$ cat src/rtl/pdrs_pkg.sv
`default_nettype none
// ----------------------------------------------------------------------------
// pdrs_pkg
// Types and constants shared by the divider ramp sequencer files.
// ----------------------------------------------------------------------------
package pdrs_pkg;

  localparam int unsigned PD_SLOTS = 4;
  localparam int unsigned PD_IDX_W = 2;

  localparam logic CMD_LOAD = 1'b0;
  localparam logic CMD_TICK = 1'b1;

  localparam logic REG_CTL1 = 1'b0;
  localparam logic REG_CTL5 = 1'b1;

  typedef struct packed {
    logic                         cmd;
    logic [31:0]                  cur_ctl1;
    logic [31:0]                  cur_ctl5;
    logic [15:0]                  tgt_fbdiv;
    logic [PD_SLOTS-1:0][7:0]     tgt_postdiv;
  } pdrs_req_t;

  typedef struct packed {
    logic        write_valid;
    logic        write_reg;
    logic [31:0] write_data;
    logic        done_res;
  } pdrs_res_t;

  typedef struct packed {
    logic [15:0]              fbdiv_now;
    logic [15:0]              ctl1_low_half;
    logic [PD_SLOTS-1:0][7:0] postdiv_now;
    logic [15:0]              fbdiv_goal;
    logic [PD_SLOTS-1:0][7:0] postdiv_goal;
  } pdrs_state_t;

endpackage
`default_nettype wire

$ cat src/rtl/pdrs_if.sv
`default_nettype none
// ----------------------------------------------------------------------------
// pdrs_if
// Valid/ready channels for load/tick beats and for write result beats.
// ----------------------------------------------------------------------------
interface pdrs_req_if;
  logic        valid;
  logic        ready;
  logic        cmd;
  logic [31:0] cur_ctl1;
  logic [31:0] cur_ctl5;
  logic [15:0] tgt_fbdiv;
  logic [7:0]  tgt_postdiv0;
  logic [7:0]  tgt_postdiv1;
  logic [7:0]  tgt_postdiv2;
  logic [7:0]  tgt_postdiv3;

  modport source (
    output valid, cmd, cur_ctl1, cur_ctl5, tgt_fbdiv,
           tgt_postdiv0, tgt_postdiv1, tgt_postdiv2, tgt_postdiv3,
    input  ready
  );
  modport sink (
    input  valid, cmd, cur_ctl1, cur_ctl5, tgt_fbdiv,
           tgt_postdiv0, tgt_postdiv1, tgt_postdiv2, tgt_postdiv3,
    output ready
  );
endinterface

interface pdrs_res_if;
  logic        valid;
  logic        ready;
  logic        write_valid;
  logic        write_reg;
  logic [31:0] write_data;
  logic        done_res;

  modport source (
    output valid, write_valid, write_reg, write_data, done_res,
    input  ready
  );
  modport sink (
    input  valid, write_valid, write_reg, write_data, done_res,
    output ready
  );
endinterface
`default_nettype wire

$ cat src/rtl/pll_divider_ramp_sequencer_top.sv
`default_nettype none
// ----------------------------------------------------------------------------
// pll_divider_ramp_sequencer_top
// Steps PLL feedback and post dividers toward a target, at most one write per tick.
//
// req_i carries load beats (cmd 0: present control words 1 and 5 and the
// targets) and tick beats (cmd 1). Every request beat yields exactly one
// result beat on res_o: a control word write (write_valid, write_reg,
// write_data) or no write, plus done_res once all dividers match.
// A beat lands in the input register, then the step logic updates the
// ramp state and fills the result register. One beat per cycle is taken
// while res_o is not stalled; the state register feeds back through the
// combinational step logic, so consecutive ticks see each other's effects.
// When res_o is stalled and the result register is full, the input
// register holds and req_i.ready drops once it is full too.
// Reset clears the ramp state to zero and empties both registers; a tick
// before any load reports done with no write.
// ----------------------------------------------------------------------------
module pll_divider_ramp_sequencer_top
  import pdrs_pkg::*;
#(
  parameter int unsigned NUM_POSTDIV = 4
) (
  input  wire               clk_i,
  input  wire               rst_ni,
  pdrs_req_if.sink          req_i,
  pdrs_res_if.source        res_o
);

  localparam int unsigned PdUsed = (NUM_POSTDIV < PD_SLOTS) ? NUM_POSTDIV : PD_SLOTS;

  logic        in_valid_q;
  pdrs_req_t   in_q;
  logic        out_valid_q;
  pdrs_res_t   out_q;
  pdrs_state_t state_q;
  pdrs_state_t state_d;
  pdrs_res_t   res_d;
  logic        advance;
  logic        take;

  assign advance     = in_valid_q & (~out_valid_q | res_o.ready);
  assign req_i.ready = ~in_valid_q | advance;
  assign take        = req_i.valid & req_i.ready;

  always_ff @(posedge clk_i or negedge rst_ni) begin
    if (!rst_ni) begin
      in_valid_q <= 1'b0;
    end else if (req_i.ready) begin
      in_valid_q <= req_i.valid;
    end
  end

  always_ff @(posedge clk_i) begin
    if (take) begin
      in_q.cmd            <= req_i.cmd;
      in_q.cur_ctl1       <= req_i.cur_ctl1;
      in_q.cur_ctl5       <= req_i.cur_ctl5;
      in_q.tgt_fbdiv      <= req_i.tgt_fbdiv;
      in_q.tgt_postdiv[0] <= req_i.tgt_postdiv0;
      in_q.tgt_postdiv[1] <= req_i.tgt_postdiv1;
      in_q.tgt_postdiv[2] <= req_i.tgt_postdiv2;
      in_q.tgt_postdiv[3] <= req_i.tgt_postdiv3;
    end
  end

  pdrs_step #(
    .PD_USED (PdUsed)
  ) u_step (
    .req_i   (in_q),
    .state_i (state_q),
    .state_o (state_d),
    .res_o   (res_d)
  );

  always_ff @(posedge clk_i or negedge rst_ni) begin
    if (!rst_ni) begin
      state_q <= '0;
    end else if (advance) begin
      state_q <= state_d;
    end
  end

  always_ff @(posedge clk_i or negedge rst_ni) begin
    if (!rst_ni) begin
      out_valid_q <= 1'b0;
    end else if (advance) begin
      out_valid_q <= 1'b1;
    end else if (res_o.ready) begin
      out_valid_q <= 1'b0;
    end
  end

  always_ff @(posedge clk_i) begin
    if (advance) begin
      out_q <= res_d;
    end
  end

  assign res_o.valid       = out_valid_q;
  assign res_o.write_valid = out_q.write_valid;
  assign res_o.write_reg   = out_q.write_reg;
  assign res_o.write_data  = out_q.write_data;
  assign res_o.done_res    = out_q.done_res;

endmodule
`default_nettype wire

$ cat src/rtl/pdrs_step.sv
`default_nettype none
// ----------------------------------------------------------------------------
// pdrs_step
// One load or tick: next ramp state and the control word write it causes.
// ----------------------------------------------------------------------------
module pdrs_step
  import pdrs_pkg::*;
#(
  parameter int unsigned PD_USED = 4
) (
  input  pdrs_req_t   req_i,
  input  pdrs_state_t state_i,
  output pdrs_state_t state_o,
  output pdrs_res_t   res_o
);

  logic                up_found;
  logic [PD_IDX_W-1:0] up_idx;
  logic                dn_found;
  logic [PD_IDX_W-1:0] dn_idx;
  logic                fb_match;
  logic                pd_match;
  pdrs_state_t         nxt;

  always_comb begin
    up_found = 1'b0;
    up_idx   = '0;
    dn_found = 1'b0;
    dn_idx   = '0;
    for (int k = 0; k < PD_USED; k++) begin
      if (!up_found && (state_i.postdiv_now[k] < state_i.postdiv_goal[k])) begin
        up_found = 1'b1;
        up_idx   = PD_IDX_W'(k);
      end
      if (!dn_found && (state_i.postdiv_now[k] > state_i.postdiv_goal[k])) begin
        dn_found = 1'b1;
        dn_idx   = PD_IDX_W'(k);
      end
    end
  end

  always_comb begin
    nxt               = state_i;
    res_o.write_valid = 1'b0;
    res_o.write_reg   = REG_CTL1;
    res_o.write_data  = '0;
    if (req_i.cmd == CMD_LOAD) begin
      nxt.fbdiv_now     = req_i.cur_ctl1[31:16];
      nxt.ctl1_low_half = req_i.cur_ctl1[15:0];
      nxt.postdiv_now   = req_i.cur_ctl5;
      nxt.fbdiv_goal    = req_i.tgt_fbdiv;
      nxt.postdiv_goal  = req_i.tgt_postdiv;
    end else begin
      priority if (up_found) begin
        nxt.postdiv_now[up_idx] = state_i.postdiv_now[up_idx] + 8'd1;
        res_o.write_valid = 1'b1;
        res_o.write_reg   = REG_CTL5;
        res_o.write_data  = nxt.postdiv_now;
      end else if (state_i.fbdiv_now != state_i.fbdiv_goal) begin
        if (state_i.fbdiv_now < state_i.fbdiv_goal) begin
          nxt.fbdiv_now = state_i.fbdiv_now + 16'd1;
        end else begin
          nxt.fbdiv_now = state_i.fbdiv_now - 16'd1;
        end
        res_o.write_valid = 1'b1;
        res_o.write_reg   = REG_CTL1;
        res_o.write_data  = {nxt.fbdiv_now, state_i.ctl1_low_half};
      end else if (dn_found) begin
        nxt.postdiv_now[dn_idx] = state_i.postdiv_now[dn_idx] - 8'd1;
        res_o.write_valid = 1'b1;
        res_o.write_reg   = REG_CTL5;
        res_o.write_data  = nxt.postdiv_now;
      end else begin
        res_o.write_valid = 1'b0;
      end
    end
    fb_match = (nxt.fbdiv_now == nxt.fbdiv_goal);
    pd_match = 1'b1;
    for (int k = 0; k < PD_USED; k++) begin
      if (nxt.postdiv_now[k] != nxt.postdiv_goal[k]) begin
        pd_match = 1'b0;
      end
    end
    res_o.done_res = fb_match & pd_match;
  end

  assign state_o = nxt;

endmodule
`default_nettype wire

$ cat src/flat_wrapper.sv
// flat-port wrapper written by rule: the top's interface ports become plain ports
module pll_divider_ramp_sequencer_top_flat import pdrs_pkg::*;
#(
  parameter int unsigned NUM_POSTDIV = 4
)
  (clk_i, rst_ni, req_i_valid, req_i_cmd, req_i_cur_ctl1, req_i_cur_ctl5, req_i_tgt_fbdiv, req_i_tgt_postdiv0, req_i_tgt_postdiv1, req_i_tgt_postdiv2, req_i_tgt_postdiv3, req_i_ready, res_o_valid, res_o_write_valid, res_o_write_reg, res_o_write_data, res_o_done_res, res_o_ready);
  pdrs_req_if req_i_i ();
  pdrs_res_if res_o_i ();
  input  wire clk_i;
  input  wire rst_ni;
  input wire logic [$bits(req_i_i.valid)-1:0] req_i_valid;
  input wire logic [$bits(req_i_i.cmd)-1:0] req_i_cmd;
  input wire logic [$bits(req_i_i.cur_ctl1)-1:0] req_i_cur_ctl1;
  input wire logic [$bits(req_i_i.cur_ctl5)-1:0] req_i_cur_ctl5;
  input wire logic [$bits(req_i_i.tgt_fbdiv)-1:0] req_i_tgt_fbdiv;
  input wire logic [$bits(req_i_i.tgt_postdiv0)-1:0] req_i_tgt_postdiv0;
  input wire logic [$bits(req_i_i.tgt_postdiv1)-1:0] req_i_tgt_postdiv1;
  input wire logic [$bits(req_i_i.tgt_postdiv2)-1:0] req_i_tgt_postdiv2;
  input wire logic [$bits(req_i_i.tgt_postdiv3)-1:0] req_i_tgt_postdiv3;
  output wire logic [$bits(req_i_i.ready)-1:0] req_i_ready;
  output wire logic [$bits(res_o_i.valid)-1:0] res_o_valid;
  output wire logic [$bits(res_o_i.write_valid)-1:0] res_o_write_valid;
  output wire logic [$bits(res_o_i.write_reg)-1:0] res_o_write_reg;
  output wire logic [$bits(res_o_i.write_data)-1:0] res_o_write_data;
  output wire logic [$bits(res_o_i.done_res)-1:0] res_o_done_res;
  input wire logic [$bits(res_o_i.ready)-1:0] res_o_ready;
  assign req_i_i.valid = req_i_valid;
  assign req_i_i.cmd = req_i_cmd;
  assign req_i_i.cur_ctl1 = req_i_cur_ctl1;
  assign req_i_i.cur_ctl5 = req_i_cur_ctl5;
  assign req_i_i.tgt_fbdiv = req_i_tgt_fbdiv;
  assign req_i_i.tgt_postdiv0 = req_i_tgt_postdiv0;
  assign req_i_i.tgt_postdiv1 = req_i_tgt_postdiv1;
  assign req_i_i.tgt_postdiv2 = req_i_tgt_postdiv2;
  assign req_i_i.tgt_postdiv3 = req_i_tgt_postdiv3;
  assign req_i_ready = req_i_i.ready;
  assign res_o_valid = res_o_i.valid;
  assign res_o_write_valid = res_o_i.write_valid;
  assign res_o_write_reg = res_o_i.write_reg;
  assign res_o_write_data = res_o_i.write_data;
  assign res_o_done_res = res_o_i.done_res;
  assign res_o_i.ready = res_o_ready;
  pll_divider_ramp_sequencer_top #(.NUM_POSTDIV(NUM_POSTDIV)) u_core (.clk_i(clk_i), .rst_ni(rst_ni), .req_i(req_i_i), .res_o(res_o_i));
endmodule
$ cat config.mk
export PLATFORM = sky130hd
export DESIGN_NAME = pll_divider_ramp_sequencer_top_flat
export DESIGN_NICKNAME = d
export VERILOG_FILES = /design/src/rtl/pdrs_pkg.sv /design/src/rtl/pdrs_if.sv /design/src/rtl/pll_divider_ramp_sequencer_top.sv /design/src/rtl/pdrs_step.sv /design/src/flat_wrapper.sv
export SDC_FILE = /design/constraint.sdc
export NUM_CORES = 1
export LEC_CHECK = 0
export ABC_AREA = 1
export ABC_CLOCK_PERIOD_IN_PS = 5400
export BUFFER_PORTS_ARGS = -buffer_cell sky130_fd_sc_hd__buf_2
export CORE_MARGIN = 3
export CORE_UTILIZATION = 41
export CTS_CLUSTER_SIZE = 25
export DETAILED_ROUTE_END_ITERATION = 16
export PLACE_DENSITY = 0.68
export SYNTH_ARGS = -nofsm -noshare
export SYNTH_HDL_FRONTEND = slang
export SYNTH_HIERARCHICAL = 1
export SYNTH_SLANG_ARGS = --single-unit
$ cat constraint.sdc
create_clock -name clk_i -period 5.4 [get_ports clk_i]
set_clock_uncertainty 0.2 [all_clocks]
set_input_delay 1.08 -clock clk_i [delete_from_list [all_inputs] [get_ports clk_i]]
set_output_delay 1.08 -clock clk_i [all_outputs]
set_load 0.005 [all_outputs]
==> flow_metrics.env <==
export IMPL_hold_violations=0
export IMPL_min_from="u_core/state_q[45]"
export IMPL_ys_types=54
export IMPL_drive_gt1_frac=0.150
export IMPL_hold_class="reg -> reg"
export IMPL_synth_top_family_by_area="simple AND/OR/NAND/NOR gates"
export IMPL_place_area_mm2=0.0181
export IMPL_ant_nets=0
export IMPL_fp_dieW_um=208
export IMPL_power_density_mw_per_mm2=716
export IMPL_setup_worst_path_start_class="register"
export IMPL_synth_xor_area_frac=0.00523
export IMPL_vias_per_cell=5.39
export IMPL_met2_usage=0.378
export IMPL_synthArstFlopShare=0.435
export IMPL_gr_max_usage_layer="met2"
export IMPL_yosysTopAreaCell="edfxtp_1"
export IMPL_slew_limit_headroom=0.472
export IMPL_synth_most_common_cell="nand2_1"
export IMPL_syn_nets=2401
export IMPL_rsz0062_at_grt="no"
export IMPL_synthTopCellsByArea="edfxtp_1, nand2_1, dfrtp_1"
export IMPL_fmax_ghz=0.202
export IMPL_area_growth_pct=14.2
export IMPL_fp_dieArea_mm2=0.0433
export IMPL_fin_area_mm2=0.0191
export IMPL_synth_edf_count=148
export IMPL_start_util=0.419
export IMPL_hold_depth=2
export IMPL_cp_end_kind="register"
export IMPL_tightest_slew_ns=0.791
export IMPL_crit_path_max_incr_delay_ns=0.45
export IMPL_clock_latency_ns=0.57
export IMPL_r2r_start="u_core/state_q[99]"
export IMPL_synth_compound_area_share=0.0985
export IMPL_gp_congestion=1.04
export IMPL_crit_top_cell="nand2_1"
export IMPL_ios=154
export IMPL_antenna_found_initial=2
export IMPL_syn_area_per_cell_um2=7.55
export IMPL_row_count=73
export IMPL_tns_ns=0
export IMPL_regMostFlops="u_core/in_q"
export IMPL_drt_wl_total_mm=55.6
export IMPL_period_share=0.915
export IMPL_die_y_um=208
export IMPL_place_inst=2850
export IMPL_cts_made_buffers=31
export IMPL_cts_tree="done"
export IMPL_dpl_hpwl_mm=40.8
export IMPL_firstDrtPassIters=6
export IMPL_cts_sinks=262
export IMPL_grt_max_degree=145
export IMPL_grt_pass1_wl_mm=85.8
export IMPL_ir_drop_mv=0.371
export IMPL_cp_arrival_ns=5.17
export IMPL_cp_max_fo=9
export IMPL_drc_errors=0
export IMPL_status="finished, final reports clean"
export IMPL_grt_usage=0.249
export IMPL_drt_iter0_drc=1774
export IMPL_critical_path_class="reg -> reg"
export IMPL_setup_viol=0
export IMPL_synthCells=2219
export IMPL_fin_nets=2540
export IMPL_drt_wirelength_per_cell_um=19.1
export IMPL_slew_violations=0
export IMPL_maxCapViolCount=0
export IMPL_syn_area_mm2=0.0167
export IMPL_grt_pass1_vias=14900
export IMPL_muxShareOfSynthArea=0
export IMPL_synthSimpleGateAreaFrac=0.329
export IMPL_reg2reg_to="u_core/res_o.done_res"
export IMPL_clk_pin_slew_worst_paths_ns=0.06
export IMPL_root_buffer="clkbuf_16"
export IMPL_final_cells=2908
export IMPL_gr_total_overflow=0
export IMPL_core_area_mm2=0.0400
export IMPL_largest_reg_flops=113
export IMPL_finalCriticalPeriod_ns=4.94
export IMPL_yosysWarnings=6
export IMPL_grt_use_met3=0.0472
export IMPL_met1_usage=0.355
export IMPL_synth_ff_latch_count=262
export IMPL_synth_top_cell_area_share=0.265
export IMPL_yosysSeqAreaShare=0.436
export IMPL_ff2ff_path_depth=31
export IMPL_p_leak_nw=9.51
export IMPL_required_ns=5.63
export IMPL_dominantRegCellSynth="edfxtp_1"
export IMPL_portBuffers=153
export IMPL_synth_fa_ha_area_frac=0.0490
export IMPL_htree_levels=1
export IMPL_rrSetupSlack_ns=0.46
export IMPL_ys_top_cells_by_count="nand2_1, nand3_1, inv_1"
export IMPL_crit_slowest_cell="dfrtp_1"
export IMPL_via_count=15700
export IMPL_clk_path_buf_depth=3
export IMPL_whs_endpoint="u_core/state_q[45]"
[stage by stage]
step                      setup slack, ns  utilization  hold slack [ns]  total power, W
after floorplan                      1.24            -            0.242         0.00875
after global placement              0.433        0.452            0.253          0.0113
after detailed placement            0.448        0.452            0.258          0.0113
after CTS                           0.403        0.478            0.273          0.0135
after global routing               0.0441        0.478            0.301          0.0147
final                               0.461        0.478            0.271          0.0137
[report_power, final]
part	leakage, nW	switching, W	internal [W]
Combinational	6.15	0.00582	0.00264
Clock	0.500	0.000847	0.00128
Sequential	2.86	0.000418	0.00267
[metal layers]
layer,share of wire,vias to the layer above,wire [um]
li1,-,7557,-
met1,0.44,7344,24500
met2,0.43,676,23800
met3,0.089,105,4950
met4,0.041,2,2290
met5,0.00023,-,13
[worst max-delay path, delay by kind of cell, from the launching register on]
kind | cells | cell delay, ns
compound gates | 4 | 0.65
xor+xnor | 1 | 0.14
buf+inv | 2 | 0.27
fa+ha+maj | 2 | 0.62
flops | 1 | 0.45
simple gates | 22 | 2.49
[area by class of cell]
| type | instances | area, um2 |
|---|---|---|
| Clock inverter | 13 | 156 |
| Sequential cell | 262 | 7300 |
| Fill cell | 3959 | 20900 |
| Multi-Input combinational cell | 1629 | 8090 |
| Inverter | 240 | 907 |
| Antenna cell | 1 | 2.50 |
| Clock buffer | 44 | 886 |
| Tap cell | 525 | 657 |
| Timing Repair Buffer | 194 | 1130 |
[how the worst max path moves through the flow]
stage | startpoint | end | slack [ns] | cells after the start
3_5_place_dp | u_core/state_q[96] | u_core/res_o.done_res | 0.45 | 35
3_3_place_gp | u_core/state_q[96] | u_core/res_o.done_res | 0.43 | 34
2_1_floorplan | res_o_ready | u_core/in_q[0] | 1.24 | 4
5_1_grt | u_core/state_q[103] | u_core/res_o.done_res | 0.04 | 32
4_1_cts | u_core/state_q[96] | u_core/res_o.done_res | 0.40 | 35
6_report | u_core/state_q[99] | u_core/res_o.done_res | 0.46 | 31
[logic make-up after synthesis]
family          count (synthesis)
fa+ha+maj                      65
buf+inv                       328
simple gates                 1264
flops                         262
compound gates                290
xor+xnor                       10
[repair_timing]
action                                  4_1_cts  5_1_grt
endpoints found under the setup margin        0        1
hold buffers                                  0        0
buffers inserted                              0        0
gates resized for setup                       0        4
[cells in the final DEF (no fill, tap or decap), types with 8 or more instances in the layout]
master     instances
nand2_1          772
nand3_1          275
inv_1            221
buf_2            152
edfxtp_1         148
a21oi_1          131
dfrtp_1          113
nor2_1           107
o21ai_0           83
ha_1              64
buf_4             38
clkbuf_16         32
nand2_2           24
nand4_1           17
a21boi_0          17
inv_2             16
nor2_2            15
or2_2             15
nand2_4           14
o21ai_1           12
o211ai_1           9
clkbuf_1           8
a21o_1             8
nor2_4             8
xor2_1             8
(Power assumes the default switching activity.)
